## config.mk

```make
export PLATFORM = sky130hd
export DESIGN_NAME = field_change_and_strength_bar_flat
export DESIGN_NICKNAME = d
export VERILOG_FILES = /design/src/rtl/core/fcsb_pkg.sv /design/src/rtl/core/fcsb_in_if.sv /design/src/rtl/core/fcsb_out_if.sv /design/src/rtl/core/fcsb_chan.sv /design/src/rtl/core/fcsb_bar.sv /design/src/rtl/core/field_change_and_strength_bar.sv /design/src/flat_wrapper.sv
export SDC_FILE = /design/constraint.sdc
export NUM_CORES = 1
export LEC_CHECK = 0
export ABC_AREA = 1
export BUFFER_PORTS_ARGS = -buffer_cell sky130_fd_sc_hd__buf_2
export CAP_MARGIN = 20
export CORE_MARGIN = 2
export CORE_UTILIZATION = 55
export CTS_CLUSTER_DIAMETER = 30
export DETAILED_ROUTE_END_ITERATION = 16
export PLACE_DENSITY = 0.74
export RECOVER_POWER = 50
export SLEW_MARGIN = 10
export SYNTH_ARGS = -nofsm -noshare
export SYNTH_HDL_FRONTEND = slang
export SYNTH_SLANG_ARGS = --single-unit
```

## constraint.sdc

```tcl
create_clock -name clk -period 13.5 [get_ports clk]
set_input_delay 0.675 -clock clk [delete_from_list [all_inputs] [get_ports clk]]
set_output_delay 0.675 -clock clk [all_outputs]
set_load 0.02 [all_outputs]
```

## src/rtl/core/fcsb_pkg.sv

```systemverilog
// Shared types, constants and helper functions for the field change and strength bar block.
`timescale 1ns / 1ps
package fcsb_pkg;

  localparam int SAMPLE_BITS = 10;
  localparam int BAR_LEVELS  = 8;
  localparam int BAR_IDX_W   = $clog2(BAR_LEVELS);
  localparam int THRESH_W    = 10;
  localparam int CMP_W       = (SAMPLE_BITS > THRESH_W) ? SAMPLE_BITS : THRESH_W;
  localparam int QUIET_W     = 16;
  localparam int LED_W       = 4;
  localparam int SEL_W       = 2;
  localparam int RUN_W       = 2;
  localparam int CFG_IDX_W   = 1;
  localparam int CFG_DATA_W  = 10;
  localparam int PROD_W      = SAMPLE_BITS + BAR_IDX_W + 1;

  typedef logic [SAMPLE_BITS-1:0] sample_t;
  typedef logic [THRESH_W-1:0]    thresh_t;
  typedef logic [QUIET_W-1:0]     quiet_t;
  typedef logic [LED_W-1:0]       led_t;
  typedef logic [SEL_W-1:0]       sel_t;
  typedef logic [RUN_W-1:0]       run_t;
  typedef logic [BAR_IDX_W-1:0]   bar_idx_t;

  localparam quiet_t  QUIET_MAX       = {QUIET_W{1'b1}};
  localparam sample_t BASELINE_MARGIN = SAMPLE_BITS'(10);
  localparam thresh_t THRESH_RESET    = THRESH_W'(10);

  localparam logic OP_CAPTURE = 1'b0;

  localparam sel_t SEL_LOW  = SEL_W'(1);
  localparam sel_t SEL_HIGH = SEL_W'(2);

  localparam logic [CFG_IDX_W-1:0] CFG_CHANNEL_SELECT   = CFG_IDX_W'(0);
  localparam logic [CFG_IDX_W-1:0] CFG_CHANGE_THRESHOLD = CFG_IDX_W'(1);

  localparam int LED_B = 1;
  localparam int LED_D = 3;

  localparam run_t RUN_DETECT   = RUN_W'(0);
  localparam run_t RUN_STRENGTH = RUN_W'(1);
  localparam run_t RUN_STOPPED  = RUN_W'(2);

  typedef enum logic [2:0] {
    MODE_DETECT   = 3'b001,
    MODE_STRENGTH = 3'b010,
    MODE_STOPPED  = 3'b100
  } mode_t;

  typedef struct packed {
    logic    capture;
    logic    step;
    logic    enable;
    thresh_t threshold;
  } chan_ctrl_t;

  typedef struct packed {
    logic    change;
    sample_t old_level;
    sample_t new_level;
    quiet_t  quiet_count;
  } chan_res_t;

  // Bar light patterns in LED bit order (bit0 A .. bit3 D); top step and beyond: all on.
  function automatic led_t bar_pattern(input bar_idx_t idx);
    led_t pat;
    case (idx)
      BAR_IDX_W'(0): pat = 4'h0;
      BAR_IDX_W'(1): pat = 4'h4;
      BAR_IDX_W'(2): pat = 4'h1;
      BAR_IDX_W'(3): pat = 4'h2;
      BAR_IDX_W'(4): pat = 4'h8;
      BAR_IDX_W'(5): pat = 4'hA;
      BAR_IDX_W'(6): pat = 4'hB;
      default:       pat = 4'hF;
    endcase
    return pat;
  endfunction

  function automatic run_t run_code(input mode_t mode);
    run_t code;
    case (mode)
      MODE_DETECT:   code = RUN_DETECT;
      MODE_STRENGTH: code = RUN_STRENGTH;
      default:       code = RUN_STOPPED;
    endcase
    return code;
  endfunction

endpackage

```

## src/rtl/core/fcsb_in_if.sv

```systemverilog
// Input channel: one capture or sample item per transfer.
`timescale 1ns / 1ps
interface fcsb_in_if;
  logic                valid;
  logic                ready;
  logic                opcode;
  logic                button;
  fcsb_pkg::sample_t   low_band_sample;
  fcsb_pkg::sample_t   high_band_sample;

  modport source (output valid, output opcode, output button, output low_band_sample,
                  output high_band_sample, input ready);
  modport sink   (input valid, input opcode, input button, input low_band_sample,
                  input high_band_sample, output ready);
endinterface

```

## src/rtl/core/fcsb_out_if.sv

```systemverilog
// Result channel: LED state, run mode and per-band change report per transfer.
`timescale 1ns / 1ps
interface fcsb_out_if;
  logic                valid;
  logic                ready;
  fcsb_pkg::led_t      leds;
  fcsb_pkg::run_t      run_mode;
  logic                low_change;
  fcsb_pkg::sample_t   low_old_level;
  fcsb_pkg::sample_t   low_new_level;
  fcsb_pkg::quiet_t    low_quiet_count;
  logic                high_change;
  fcsb_pkg::sample_t   high_old_level;
  fcsb_pkg::sample_t   high_new_level;
  fcsb_pkg::quiet_t    high_quiet_count;

  modport source (output valid, output leds, output run_mode,
                  output low_change, output low_old_level, output low_new_level,
                  output low_quiet_count, output high_change, output high_old_level,
                  output high_new_level, output high_quiet_count, input ready);
  modport sink   (input valid, input leds, input run_mode,
                  input low_change, input low_old_level, input low_new_level,
                  input low_quiet_count, input high_change, input high_old_level,
                  input high_new_level, input high_quiet_count, output ready);
endinterface

```

## src/rtl/core/fcsb_chan.sv

```systemverilog
// One band: held level, peak, baseline and quiet count with change detection.
`timescale 1ns / 1ps
module fcsb_chan (
  input  logic                   clk,
  input  logic                   rst_n,
  input  fcsb_pkg::chan_ctrl_t   ctrl,
  input  fcsb_pkg::sample_t      sample,
  output fcsb_pkg::chan_res_t    res,
  output logic                   dev_led,
  output fcsb_pkg::sample_t      level_nxt,
  output fcsb_pkg::sample_t      peak_nxt,
  output fcsb_pkg::sample_t      baseline
);

  fcsb_pkg::sample_t level_r;
  fcsb_pkg::sample_t peak_r;
  fcsb_pkg::sample_t baseline_r;
  fcsb_pkg::quiet_t  quiet_r;
  fcsb_pkg::sample_t baseline_nxt;
  fcsb_pkg::quiet_t  quiet_nxt;
  fcsb_pkg::sample_t diff;
  fcsb_pkg::sample_t dev;
  fcsb_pkg::quiet_t  quiet_inc;
  logic              over;

  assign diff      = (level_r > sample) ? (level_r - sample) : (sample - level_r);
  assign over      = fcsb_pkg::CMP_W'(diff) > fcsb_pkg::CMP_W'(ctrl.threshold);
  assign dev       = (level_r > baseline_r) ? (level_r - baseline_r) : (baseline_r - level_r);
  assign dev_led   = dev > fcsb_pkg::BASELINE_MARGIN;
  assign quiet_inc = (quiet_r == fcsb_pkg::QUIET_MAX) ? quiet_r : quiet_r + 1'b1;
  assign baseline  = baseline_r;

  always_comb begin
    level_nxt       = level_r;
    peak_nxt        = peak_r;
    baseline_nxt    = baseline_r;
    quiet_nxt       = quiet_r;
    res.change      = 1'b0;
    res.old_level   = level_r;
    res.new_level   = level_r;
    res.quiet_count = quiet_r;
    if (ctrl.capture) begin
      level_nxt       = sample;
      peak_nxt        = sample;
      baseline_nxt    = ctrl.enable ? sample : '0;
      quiet_nxt       = '0;
      res.old_level   = sample;
      res.new_level   = sample;
      res.quiet_count = '0;
    end else if (ctrl.step) begin
      res.quiet_count = quiet_inc;
      quiet_nxt       = quiet_inc;
      if (over) begin
        res.change = 1'b1;
        level_nxt  = sample;
        quiet_nxt  = '0;
        if (sample > peak_r) begin
          peak_nxt = sample;
        end
      end
      res.new_level = level_nxt;
    end
  end

  always_ff @(posedge clk) begin
    if (!rst_n) begin
      level_r    <= '0;
      peak_r     <= '0;
      baseline_r <= '0;
      quiet_r    <= '0;
    end else begin
      level_r    <= level_nxt;
      peak_r     <= peak_nxt;
      baseline_r <= baseline_nxt;
      quiet_r    <= quiet_nxt;
    end
  end

endmodule

```

## src/rtl/core/fcsb_bar.sv

```systemverilog
// Strength bar: finds the first bar step that holds the level and its light pattern.
`timescale 1ns / 1ps
module fcsb_bar (
  input  fcsb_pkg::sample_t level,
  input  fcsb_pkg::sample_t peak,
  output logic              hit,
  output fcsb_pkg::led_t    pattern
);

  fcsb_pkg::sample_t step;
  fcsb_pkg::bar_idx_t idx;
  logic [fcsb_pkg::PROD_W-1:0] lo_bound [fcsb_pkg::BAR_LEVELS];
  logic [fcsb_pkg::PROD_W-1:0] hi_bound [fcsb_pkg::BAR_LEVELS];

  assign step = peak >> fcsb_pkg::BAR_IDX_W;

  always_comb begin
    hit = 1'b0;
    idx = '0;
    for (int i = fcsb_pkg::BAR_LEVELS - 1; i >= 0; i--) begin
      lo_bound[i] = fcsb_pkg::PROD_W'(step) * fcsb_pkg::PROD_W'(i);
      hi_bound[i] = fcsb_pkg::PROD_W'(step) * fcsb_pkg::PROD_W'(i + 1);
      if ((fcsb_pkg::PROD_W'(level) >= lo_bound[i]) &&
          (fcsb_pkg::PROD_W'(level) <= hi_bound[i])) begin
        hit = 1'b1;
        idx = fcsb_pkg::BAR_IDX_W'(i);
      end
    end
  end

  assign pattern = fcsb_pkg::bar_pattern(idx);

endmodule

```

## src/rtl/core/field_change_and_strength_bar.sv

```systemverilog
// Top level: run mode, LED logic, configuration registers and result register.
//
// One item is accepted per clock cycle while the result register can take it,
// and its result appears in the output register on the next cycle. All
// per-item work (change test on both bands, baseline LED test and the eight-step
// bar check) is done in one pass between the input handshake and the result
// register, and the held band state is updated at the same edge.
// The result register stalls the input only while it holds an untaken result.
// A capture item starts detect mode; after reset the block is stopped.
`timescale 1ns / 1ps
module field_change_and_strength_bar (
  input  logic                                 clk,
  input  logic                                 rst_n,
  fcsb_in_if.sink                              in_ch,
  fcsb_out_if.source                           out_ch,
  input  logic                                 cfg_we,
  input  logic [fcsb_pkg::CFG_IDX_W-1:0]       cfg_index,
  input  logic [fcsb_pkg::CFG_DATA_W-1:0]      cfg_wdata
);

  fcsb_pkg::sel_t      chan_sel_r;
  fcsb_pkg::thresh_t   thresh_r;
  fcsb_pkg::mode_t     mode_r;
  fcsb_pkg::mode_t     mode_nxt;
  fcsb_pkg::led_t      led_r;
  fcsb_pkg::led_t      led_nxt;

  logic                out_valid_r;
  fcsb_pkg::led_t      out_leds_r;
  fcsb_pkg::run_t      out_run_r;
  fcsb_pkg::chan_res_t low_res_r;
  fcsb_pkg::chan_res_t high_res_r;

  logic                accept;
  logic                capture;
  logic                sampling;
  logic                low_on;
  logic                high_on;
  fcsb_pkg::chan_ctrl_t low_ctrl;
  fcsb_pkg::chan_ctrl_t high_ctrl;
  fcsb_pkg::chan_res_t  low_res;
  fcsb_pkg::chan_res_t  high_res;
  logic                low_dev;
  logic                high_dev;
  fcsb_pkg::sample_t   low_level_nxt;
  fcsb_pkg::sample_t   low_peak_nxt;
  fcsb_pkg::sample_t   low_base;
  fcsb_pkg::sample_t   high_level_nxt;
  fcsb_pkg::sample_t   high_peak_nxt;
  fcsb_pkg::sample_t   high_base;
  logic signed [fcsb_pkg::SAMPLE_BITS:0] low_rise;
  logic signed [fcsb_pkg::SAMPLE_BITS:0] high_rise;
  logic                bar_high;
  fcsb_pkg::sample_t   bar_level;
  fcsb_pkg::sample_t   bar_peak;
  logic                bar_hit;
  fcsb_pkg::led_t      bar_leds;

  assign accept       = in_ch.valid && in_ch.ready;
  assign in_ch.ready  = !out_valid_r || out_ch.ready;
  assign capture      = (in_ch.opcode == fcsb_pkg::OP_CAPTURE);
  assign low_on       = (chan_sel_r != fcsb_pkg::SEL_HIGH);
  assign high_on      = (chan_sel_r != fcsb_pkg::SEL_LOW);

  // Mode after a capture or the button is applied.
  always_comb begin
    mode_nxt = mode_r;
    if (capture) begin
      mode_nxt = fcsb_pkg::MODE_DETECT;
    end else if (in_ch.button) begin
      case (mode_r)
        fcsb_pkg::MODE_DETECT:   mode_nxt = fcsb_pkg::MODE_STRENGTH;
        fcsb_pkg::MODE_STRENGTH: mode_nxt = fcsb_pkg::MODE_STOPPED;
        default:                 mode_nxt = mode_r;
      endcase
    end
  end

  assign sampling = !capture && (mode_nxt != fcsb_pkg::MODE_STOPPED);

  assign low_ctrl.capture    = accept && capture;
  assign low_ctrl.step       = accept && sampling && low_on;
  assign low_ctrl.enable     = low_on;
  assign low_ctrl.threshold  = thresh_r;
  assign high_ctrl.capture   = accept && capture;
  assign high_ctrl.step      = accept && sampling && high_on;
  assign high_ctrl.enable    = high_on;
  assign high_ctrl.threshold = thresh_r;

  fcsb_chan u_low (
    .clk       (clk),
    .rst_n     (rst_n),
    .ctrl      (low_ctrl),
    .sample    (in_ch.low_band_sample),
    .res       (low_res),
    .dev_led   (low_dev),
    .level_nxt (low_level_nxt),
    .peak_nxt  (low_peak_nxt),
    .baseline  (low_base)
  );

  fcsb_chan u_high (
    .clk       (clk),
    .rst_n     (rst_n),
    .ctrl      (high_ctrl),
    .sample    (in_ch.high_band_sample),
    .res       (high_res),
    .dev_led   (high_dev),
    .level_nxt (high_level_nxt),
    .peak_nxt  (high_peak_nxt),
    .baseline  (high_base)
  );

  // Bar source: selected band, else larger peak rise over baseline; tie goes to low.
  assign low_rise  = $signed({1'b0, low_peak_nxt}) - $signed({1'b0, low_base});
  assign high_rise = $signed({1'b0, high_peak_nxt}) - $signed({1'b0, high_base});
  assign bar_high  = (chan_sel_r == fcsb_pkg::SEL_HIGH) ||
                     ((chan_sel_r != fcsb_pkg::SEL_LOW) && (high_rise > low_rise));
  assign bar_level = bar_high ? high_level_nxt : low_level_nxt;
  assign bar_peak  = bar_high ? high_peak_nxt  : low_peak_nxt;

  fcsb_bar u_bar (
    .level   (bar_level),
    .peak    (bar_peak),
    .hit     (bar_hit),
    .pattern (bar_leds)
  );

  always_comb begin
    led_nxt = led_r;
    if (capture) begin
      led_nxt = '0;
    end else if (mode_r != fcsb_pkg::MODE_STOPPED) begin
      if (mode_nxt == fcsb_pkg::MODE_STOPPED) begin
        led_nxt = '0;
      end else if (mode_nxt == fcsb_pkg::MODE_DETECT) begin
        if (low_on) begin
          led_nxt[fcsb_pkg::LED_D] = low_dev;
        end
        if (high_on) begin
          led_nxt[fcsb_pkg::LED_B] = high_dev;
        end
      end else if (bar_hit) begin
        led_nxt = bar_leds;
      end
    end
  end

  always_ff @(posedge clk) begin
    if (!rst_n) begin
      chan_sel_r <= '0;
      thresh_r   <= fcsb_pkg::THRESH_RESET;
    end else if (cfg_we) begin
      case (cfg_index)
        fcsb_pkg::CFG_CHANNEL_SELECT:   chan_sel_r <= cfg_wdata[fcsb_pkg::SEL_W-1:0];
        fcsb_pkg::CFG_CHANGE_THRESHOLD: thresh_r   <= cfg_wdata[fcsb_pkg::THRESH_W-1:0];
        default: ;
      endcase
    end
  end

  always_ff @(posedge clk) begin
    if (!rst_n) begin
      mode_r      <= fcsb_pkg::MODE_STOPPED;
      led_r       <= '0;
      out_valid_r <= 1'b0;
    end else begin
      if (accept) begin
        mode_r      <= mode_nxt;
        led_r       <= led_nxt;
        out_valid_r <= 1'b1;
      end else if (out_ch.ready) begin
        out_valid_r <= 1'b0;
      end
    end
  end

  always_ff @(posedge clk) begin
    if (accept) begin
      out_leds_r <= led_nxt;
      out_run_r  <= fcsb_pkg::run_code(mode_nxt);
      low_res_r  <= low_res;
      high_res_r <= high_res;
    end
  end

  assign out_ch.valid            = out_valid_r;
  assign out_ch.leds             = out_leds_r;
  assign out_ch.run_mode         = out_run_r;
  assign out_ch.low_change       = low_res_r.change;
  assign out_ch.low_old_level    = low_res_r.old_level;
  assign out_ch.low_new_level    = low_res_r.new_level;
  assign out_ch.low_quiet_count  = low_res_r.quiet_count;
  assign out_ch.high_change      = high_res_r.change;
  assign out_ch.high_old_level   = high_res_r.old_level;
  assign out_ch.high_new_level   = high_res_r.new_level;
  assign out_ch.high_quiet_count = high_res_r.quiet_count;

endmodule

```

## src/flat_wrapper.sv

```systemverilog
// flat-port wrapper written by rule: the top's interface ports become plain ports
module field_change_and_strength_bar_flat 
  (clk, rst_n, cfg_we, cfg_index, cfg_wdata, in_ch_valid, in_ch_opcode, in_ch_button, in_ch_low_band_sample, in_ch_high_band_sample, in_ch_ready, out_ch_valid, out_ch_leds, out_ch_run_mode, out_ch_low_change, out_ch_low_old_level, out_ch_low_new_level, out_ch_low_quiet_count, out_ch_high_change, out_ch_high_old_level, out_ch_high_new_level, out_ch_high_quiet_count, out_ch_ready);
  fcsb_in_if in_ch_i ();
  fcsb_out_if out_ch_i ();
  input  logic clk;
  input  logic rst_n;
  input  logic cfg_we;
  input  logic [fcsb_pkg::CFG_IDX_W-1:0] cfg_index;
  input  logic [fcsb_pkg::CFG_DATA_W-1:0] cfg_wdata;
  input wire logic [$bits(in_ch_i.valid)-1:0] in_ch_valid;
  input wire logic [$bits(in_ch_i.opcode)-1:0] in_ch_opcode;
  input wire logic [$bits(in_ch_i.button)-1:0] in_ch_button;
  input wire logic [$bits(in_ch_i.low_band_sample)-1:0] in_ch_low_band_sample;
  input wire logic [$bits(in_ch_i.high_band_sample)-1:0] in_ch_high_band_sample;
  output wire logic [$bits(in_ch_i.ready)-1:0] in_ch_ready;
  output wire logic [$bits(out_ch_i.valid)-1:0] out_ch_valid;
  output wire logic [$bits(out_ch_i.leds)-1:0] out_ch_leds;
  output wire logic [$bits(out_ch_i.run_mode)-1:0] out_ch_run_mode;
  output wire logic [$bits(out_ch_i.low_change)-1:0] out_ch_low_change;
  output wire logic [$bits(out_ch_i.low_old_level)-1:0] out_ch_low_old_level;
  output wire logic [$bits(out_ch_i.low_new_level)-1:0] out_ch_low_new_level;
  output wire logic [$bits(out_ch_i.low_quiet_count)-1:0] out_ch_low_quiet_count;
  output wire logic [$bits(out_ch_i.high_change)-1:0] out_ch_high_change;
  output wire logic [$bits(out_ch_i.high_old_level)-1:0] out_ch_high_old_level;
  output wire logic [$bits(out_ch_i.high_new_level)-1:0] out_ch_high_new_level;
  output wire logic [$bits(out_ch_i.high_quiet_count)-1:0] out_ch_high_quiet_count;
  input wire logic [$bits(out_ch_i.ready)-1:0] out_ch_ready;
  assign in_ch_i.valid = in_ch_valid;
  assign in_ch_i.opcode = in_ch_opcode;
  assign in_ch_i.button = in_ch_button;
  assign in_ch_i.low_band_sample = in_ch_low_band_sample;
  assign in_ch_i.high_band_sample = in_ch_high_band_sample;
  assign in_ch_ready = in_ch_i.ready;
  assign out_ch_valid = out_ch_i.valid;
  assign out_ch_leds = out_ch_i.leds;
  assign out_ch_run_mode = out_ch_i.run_mode;
  assign out_ch_low_change = out_ch_i.low_change;
  assign out_ch_low_old_level = out_ch_i.low_old_level;
  assign out_ch_low_new_level = out_ch_i.low_new_level;
  assign out_ch_low_quiet_count = out_ch_i.low_quiet_count;
  assign out_ch_high_change = out_ch_i.high_change;
  assign out_ch_high_old_level = out_ch_i.high_old_level;
  assign out_ch_high_new_level = out_ch_i.high_new_level;
  assign out_ch_high_quiet_count = out_ch_i.high_quiet_count;
  assign out_ch_i.ready = out_ch_ready;
  field_change_and_strength_bar u_core (.clk(clk), .rst_n(rst_n), .in_ch(in_ch_i), .out_ch(out_ch_i), .cfg_we(cfg_we), .cfg_index(cfg_index), .cfg_wdata(cfg_wdata));
endmodule
```

# Word level (Yosys, flattened, before mapping)
# Cells that the tools add are included.
[totals] elab_cells=181 register_bits=192 output_inout_bits=82
[classes] n_addsub=12 eq_ne=18 order_cmp=27 n_mux=67 n_bitwise=5 n_reduce_logical=25 mul=4
[op_table] op="two-way mux 10 bit" count=24
[op_table] op="two-way mux 26 bit" count=4
[op_table] op="> comparator 10 bit" count=8
[op_table] op="subtractor 10 bit" count=8
[op_table] op="two-way mux 16 bit" count=4
[op_table] op="less-or-equal comparator 10 bit" count=4
[op_table] op="greater-or-equal comparator 10 x 13 -> 1 bit" count=3
[op_table] op="adder 16 x 1 -> 16 bit (second input constant)" count=2
[op_table] op="== test 16 bit (second input constant)" count=2
[op_table] op="two-way mux 3 bit" count=10
[op_table] op="case mux 4 bit (7 select lines)" count=1
[op_table] op="subtractor 10 x 10 -> 11 bit" count=2
[op_table] op="> comparator 10 x 4 -> 1 bit (second input constant)" count=2
[op_table] op="less-or-equal comparator 10 x 9 -> 1 bit" count=2
[op_table] op="multiplier 7 x 3 -> 10 bit (second input constant)" count=2
[op_table] op="multiplier 7 x 2 -> 9 bit (second input constant)" count=2
[op_table] op="two-way mux 1 bit" count=18
[op_table] op="two-way mux 4 bit" count=4
[op_table] op="logical AND 1 bit" count=15
[op_table] op="== test 3 x 2 -> 1 bit (second input constant)" count=4
[op_table] op="== test 3 bit (second input constant)" count=4
[op_table] op="greater-or-equal comparator 10 x 12 -> 1 bit" count=1
[op_table] op="> comparator 11 bit" count=1
[op_table] op="greater-or-equal comparator 10 x 1 -> 1 bit (second input constant)" count=1
[op_table] op="19 further kinds" count=30

# Depth between registers and ports, before layout
[depth] depth_word=33 ltp_mapped=94

# By module
# A second synthesis with hierarchy kept.
[hier_totals] cells_unflattened=2577 hier_area_um2=17793.3
[modules_own_cells] mod="fcsb_chan (u_core.u_high)" seq_area_each_um2=920.9 instances=1 area_each_um2=5156.2 cells_each=858
[modules_own_cells] mod="fcsb_chan (u_core.u_low)" seq_area_each_um2=920.9 instances=1 area_each_um2=5091.1 cells_each=847
[modules_own_cells] mod="field_change_and_strength_bar" seq_area_each_um2=2802.7 instances=1 area_each_um2=4966.0 cells_each=498
[modules_own_cells] mod="fcsb_bar" seq_area_each_um2=0.0 instances=1 area_each_um2=2580.0 cells_each=374

# Worst setup path before layout
# OpenSTA, ideal clock, no wires.
[synth_timing] kind="input to register" from="in in_ch_high_band_sample[0]" to="reg u_core.out_leds_r[1] (netlist: u_core.out_ch.leds[1]) (data pin)" path_slack_ns=1.674 required_ns=13.250 path_buffers=3 stages=80 arrival_ns=11.576 cell_sequence="ha_1 -> inv_1 -> fa_1 -> a221oi_1 -> nor3_1 -> a211oi_1 -> nor2_1 -> nor2_1 -> o21ai_0 -> nand2_1 -> nor2_1 -> a31oi_1 -> a32oi_1 -> o21ai_0 -> nand3_1 -> o211ai_1 -> xor2_1 -> inv_1 -> (+44 left out) -> ha_1 -> nand4_1 -> or4_1 -> a22o_1 -> nand3_1 -> nand2_1 -> nand2_1 -> nand2_1 -> nand2_1 -> nand2_1 -> nand3_1 -> nand2_1 -> nand2_1 -> nand2_1 -> nand2_1 -> nand2_1 -> nand2_2 -> inv_1"
[synth_via] elab_chain_len=29
[synth_lines] element="from (decl)" line_no="flat_wrapper.sv:15" source="input wire logic [$bits(in_ch_i.high_band_sample)-1:0] in_ch_high_band_sample;"
[synth_lines] element="subtractor 10 bit / > comparator 10 bit (equally long branches)" line_no="fcsb_chan.sv:26" source="assign diff = (level_r > sample) ? (level_r - sample) : (sample - level_r);"
[synth_lines] element="two-way mux 10 bit" line_no="fcsb_chan.sv:26"
[synth_lines] element="> comparator 10 bit" line_no="fcsb_chan.sv:27" source="assign over = fcsb_pkg::CMP_W'(diff) > fcsb_pkg::CMP_W'(ctrl.threshold);"
[synth_lines] element="two-way mux 10 bit" line_no="fcsb_chan.sv:53" source="if (over) begin"
[synth_lines] element="two-way mux 10 bit" line_no="fcsb_chan.sv:50" source="end else if (ctrl.step) begin"
[synth_lines] element="two-way mux 10 bit" line_no="fcsb_chan.sv:42" source="if (ctrl.capture) begin"
[synth_lines] element="subtractor 10 x 10 -> 11 bit" line_no="field_change_and_strength_bar.sv:116" source="assign high_rise = $signed({1'b0, high_peak_nxt}) - $signed({1'b0, high_base});"
[synth_lines] element="> comparator 11 bit" line_no="field_change_and_strength_bar.sv:118" source="((chan_sel_r != fcsb_pkg::SEL_LOW) && (high_rise > low_rise));"
[synth_lines] element="(+14 left out)"
[synth_lines] element="== test 3 bit (tied with other cells)" line_no="fcsb_pkg.sv:68" source="case (idx)"
[synth_lines] element="case mux 4 bit (7 select lines)" line_no="fcsb_pkg.sv:68"
[synth_lines] element="two-way mux 4 bit *" line_no="field_change_and_strength_bar.sv:143" source="end else if (bar_hit) begin"
[synth_lines] element="two-way mux 1 bit *" line_no="field_change_and_strength_bar.sv:136" source="end else if (mode_nxt == fcsb_pkg::MODE_DETECT) begin"
[synth_lines] element="two-way mux 4 bit *" line_no="field_change_and_strength_bar.sv:134" source="if (mode_nxt == fcsb_pkg::MODE_STOPPED) begin"
[synth_lines] element="two-way mux 4 bit *" line_no="field_change_and_strength_bar.sv:133" source="end else if (mode_r != fcsb_pkg::MODE_STOPPED) begin"
[synth_lines] element="two-way mux 4 bit *" line_no="field_change_and_strength_bar.sv:131" source="if (capture) begin"
[synth_lines] element="net u_core.led_nxt[1]" line_no="field_change_and_strength_bar.sv:26" source="fcsb_pkg::led_t led_nxt;"
[synth_lines] element="to (signal assigned)" line_no="field_change_and_strength_bar.sv:180" source="out_leds_r <= led_nxt;"
[synth_lines] element="to (decl)" line_no="field_change_and_strength_bar.sv:29" source="fcsb_pkg::led_t out_leds_r;"
# The timed path passes the listed nets; every way through them passes the cells marked *.
# A chain may end at the register's enable or synchronous reset.

# Worst setup path in the final report
[layout_timing] from="reg u_core.u_low.level_r[0]" to="reg u_core.out_leds_r[1] (netlist: u_core.out_ch.leds[1]) (data pin)"
[layout_via] elab_chain_len=29
[layout_lines] element="from (decl)" line_no="fcsb_chan.sv:15" source="fcsb_pkg::sample_t level_r;"
[layout_lines] element="from (signal assigned)" line_no="fcsb_chan.sv:72" source="level_r <= level_nxt;"
[layout_lines] element="subtractor 10 bit / > comparator 10 bit (equally long branches)" line_no="fcsb_chan.sv:26"
[layout_lines] element="two-way mux 10 bit *" line_no="fcsb_chan.sv:26"
[layout_lines] element="> comparator 10 bit *" line_no="fcsb_chan.sv:27"
[layout_lines] element="two-way mux 10 bit *" line_no="fcsb_chan.sv:53"
[layout_lines] element="two-way mux 10 bit *" line_no="fcsb_chan.sv:50"
[layout_lines] element="two-way mux 10 bit *" line_no="fcsb_chan.sv:42"
[layout_lines] element="net u_core.low_peak_nxt[2]" line_no="field_change_and_strength_bar.sv:46" source="fcsb_pkg::sample_t low_peak_nxt;"
[layout_lines] element="subtractor 10 x 10 -> 11 bit *" line_no="field_change_and_strength_bar.sv:115" source="assign low_rise = $signed({1'b0, low_peak_nxt}) - $signed({1'b0, low_base});"
[layout_lines] element="(+15 left out)"
[layout_lines] element="== test 3 bit (tied with other cells)" line_no="fcsb_pkg.sv:68"
[layout_lines] element="case mux 4 bit (7 select lines)" line_no="fcsb_pkg.sv:68"
[layout_lines] element="two-way mux 4 bit *" line_no="field_change_and_strength_bar.sv:143"
[layout_lines] element="two-way mux 1 bit *" line_no="field_change_and_strength_bar.sv:136"
[layout_lines] element="two-way mux 4 bit *" line_no="field_change_and_strength_bar.sv:134"
[layout_lines] element="two-way mux 4 bit *" line_no="field_change_and_strength_bar.sv:133"
[layout_lines] element="two-way mux 4 bit *" line_no="field_change_and_strength_bar.sv:131"
[layout_lines] element="net u_core.led_nxt[1]" line_no="field_change_and_strength_bar.sv:26"
# Marks and branches as above.

==> metrics <==
post-synthesis sequential area ratio=0.297; post-DP HPWL=around 34 mm; most common cell after layout, fill and taps aside=nand2_1; highest metal used=met4; DIE AREA=29800 µm²; WHS Path Cells=3; WL met1=between 15 and 20 mm; Starting Density=0.561; Pleak=8.23 nW; commonest non-fill, non-tap cells in the layout=nand2_1, inv_1, ha_1; run status=complete, but fails checks; Synth cell types=65; share of cells above drive strength 1=0.0786; CTS Sinks=about 190; pre-CTS WS=around 0.16 ns; DR vias/cell=about 5.6; WP data arrival=~13 ns; Reg area=roughly 4600 µm²; CTS root buf=clkbuf_16; final hold viol count=0; Clk Latency, worst-skew pair=0.45 ns; DR WL met2=20.7 mm; antenna violations before repair=2; Fin Setup TNS=0 ns; Critical Path Start Type=flop; Die Span X=between 150 and 200 µm; Mapped Cells=between 2000 and 2500; failing checks=capacitance limit, slew limit; Slew Viols, Final=approximately 210; row count=between 60 and 70; CTS tree=done; clock skew=0.0150 ns; critical path required time=roughly 14 ns; Main synth FF type=dfxtp_1; total global routing overflow=0; setup violators final=0; htree depth=4; Tmin final=around 12 ns; vias=14187; fin worst setup slack=1.07 ns; peak supply drop=around 0.00030 V; number of global-route vias before repair=13657; Max Root-Sink Buffers=2; final-stage net count=between 2000 and 2500; WL per Instance=around 17 µm; Rel. slew slack=-1.19; Initial DRT Pass Iterations=7; critical path's slowest cell=or4_1; largest family of logic cells by synthesized area=simple AND/OR/NAND/NOR gates; yosys warns=0; Core Box Area=~28000 µm²; Worst R2R Path Depth=81; Detailed Route Iter0 Violations=roughly 1100; XOR/XNOR Fraction of Synth Area=0.0392; GRT Overall Usage=0.294; Area contributors post-synth=ha_1, edfxtp_1, dfxtp_1, nand2_1, inv_1; DR WL met3=~2.8 mm; Least-Margin Pin Slew=~3.3 ns; Syn Nets=about 2300; fill count=approximately 2600; Post-synth ARST share=0; multiplexer area fraction after synthesis=0.00600; wirelength, routed=approximately 44 mm; Num CTS Buffers=17; GP Congestion=between 0.9 and 1; drt drc=0; share of the synthesized area in the top cell type=0.183; post-synth top area cell=ha_1; largest net degree at the start of global routing=73; Max Clk Rate=0.0804 GHz; Power Dens Cells=280 nW/µm²; clk slew on worst S/H paths=roughly 0.070 ns; slowest stage delay, CP=around 0.43 ns; kind of critical path=reg2reg; Max Cap Viol=4; Syn Std Cell Area=around 16000 µm²; post-synthesis adder-cell area fraction=0.204; CP Max Fanout=18; Multi-input gate area=9570 µm²; Mean Syn Cell Area=~7.6 µm²; simple-gate share of the synthesized area=0.209; Worst setup EP type=flop; post-route ant nets=0; boundary pin count=120; PortBufs=119; Tcrit/Tclk final=0.921; Syn-to-layout area delta=9.94%; total of flip-flops plus latches after synthesis=around 190; Synth Area in Compound Gates=0.152; first-pass GRT wire length=70.4 mm; Post-synth EDFFs=80; Vert. Die Dim=173 µm; Worst Hold Class=in2reg; CP most frequent cell=nand2_1
-- through the flow --
stage          power (mW)  hold WS [ns]  instances   util  area, µm²
2_1_floorplan        3.41         0.450       2045      -      15600
3_3_place_gp         4.09         0.469       2519  0.597      16600
3_5_place_dp         4.20         0.472       2519  0.597      16600
4_1_cts              4.75         0.463       2551  0.619      17200
5_1_grt              5.34         0.477       2556  0.617      17200
6_report             4.82         0.472       2556  0.617      17200
-- where the power goes --
group | internal (mW) | switching (mW)
combinational | 1.32 | 2.28
clock | 0.291 | 0.250
sequential | 0.658 | 0.0251
-- Yosys cell counts (all sizes together), types with 2 or more instances --
| library cell | n |
|---|---|
| a211oi | 30 |
| o21bai | 7 |
| or4 | 3 |
| nand3b | 5 |
| and2 | 2 |
| o21a | 2 |
| o211ai | 7 |
| buf | 8 |
| o21ai | 150 |
| edfxtp | 80 |
| or2 | 4 |
| a32oi | 2 |
| nor3 | 27 |
| o31ai | 2 |
| clkbuf | 26 |
| fa | 16 |
| a31oi | 4 |
| o22ai | 23 |
| dfxtp | 112 |
| mux2i | 7 |
| inv | 342 |
| ha | 229 |
| nor2 | 178 |
| xor2 | 53 |
| a221oi | 3 |
| nor4 | 5 |
| xnor2 | 17 |
| nand2 | 419 |
| a21o | 18 |
| a21oi | 150 |
| nand4 | 16 |
| clkinv | 2 |
| nand3 | 82 |
| a22oi | 2 |
| o221ai | 2 |
-- worst max-delay path, delay by kind of cell, from the launching register on --
family,cells,cell delay (ns)
simple gates,42,4.93
fa+ha+maj,8,2.26
xor+xnor,2,0.32
compound gates,19,3.28
flops,1,0.33
mux,1,0.29
buf+inv,9,0.76
-- registers in the layout, summed over array words and instances, names as in the netlist, 2 cells and up --
register,flops
u_core.out_ch.low_old_level,10
u_core.mode_r,3
u_core.out_ch.high_old_level,10
u_core.u_low.quiet_r,16
u_core.out_ch.high_quiet_count,16
u_core.u_low.peak_r,10
u_core.u_high.level_r,10
u_core.out_ch.low_quiet_count,16
u_core.chan_sel_r,2
u_core.out_ch.leds,4
u_core.out_ch.run_mode,2
u_core.thresh_r,10
u_core.out_ch.low_new_level,10
u_core.u_high.baseline,10
u_core.u_high.peak_r,10
u_core.u_high.quiet_r,16
u_core.u_low.level_r,10
u_core.u_low.baseline,10
u_core.led_r,4
u_core.out_ch.high_new_level,10
-- kinds of logic (layout without fill, tap and decap cells) --
family,after synthesis,in the layout
xor+xnor,70,70
other cells,0,2
buf+inv,378,508
simple gates,744,745
fa+ha+maj,245,245
mux,8,8
flops,192,192
compound gates,408,408
-- final timing paths --
| check | startpoint | end | slack, ns |
|---|---|---|---|
| max reg2reg | u_core.u_low.level_r[0] | u_core.out_ch.leds[1] | 1.07 |
| max | u_core.u_low.level_r[0] | u_core.out_ch.leds[1] | 1.07 |
| min | cfg_wdata[3] | u_core.thresh_r[3] | 0.47 |
| min reg2reg | u_core.chan_sel_r[1] | u_core.chan_sel_r[1] | 0.48 |
-- final cells by class --
type | instances | share of cell area
tap | 378 | 0.0275
timing repair buffer | 132 | 0.0336
multi-input combinational | 1476 | 0.557
inverter | 344 | 0.0754
clock inverter | 13 | 0.00954
clock buffer | 19 | 0.0264
sequential | 192 | 0.270
antenna | 2 | 0.000291
-- layer usage --
| metal | GRT usage | vias to the layer above |
|---|---|---|
| met5 | 0 | - |
| li1 | - | 7021 |
| met4 | 0.0958 | 0 |
| met1 | 0.384 | 6607 |
| met2 | 0.503 | 484 |
| met3 | 0.0405 | 75 |
-- repair_timing --
item	in CTS	in global routing
hold buffers	0	0
buffers inserted	0	2
endpoints found under the setup margin	0	8
resized for setup	0	17
No activity file was read; power rests on OpenSTA's default activity.
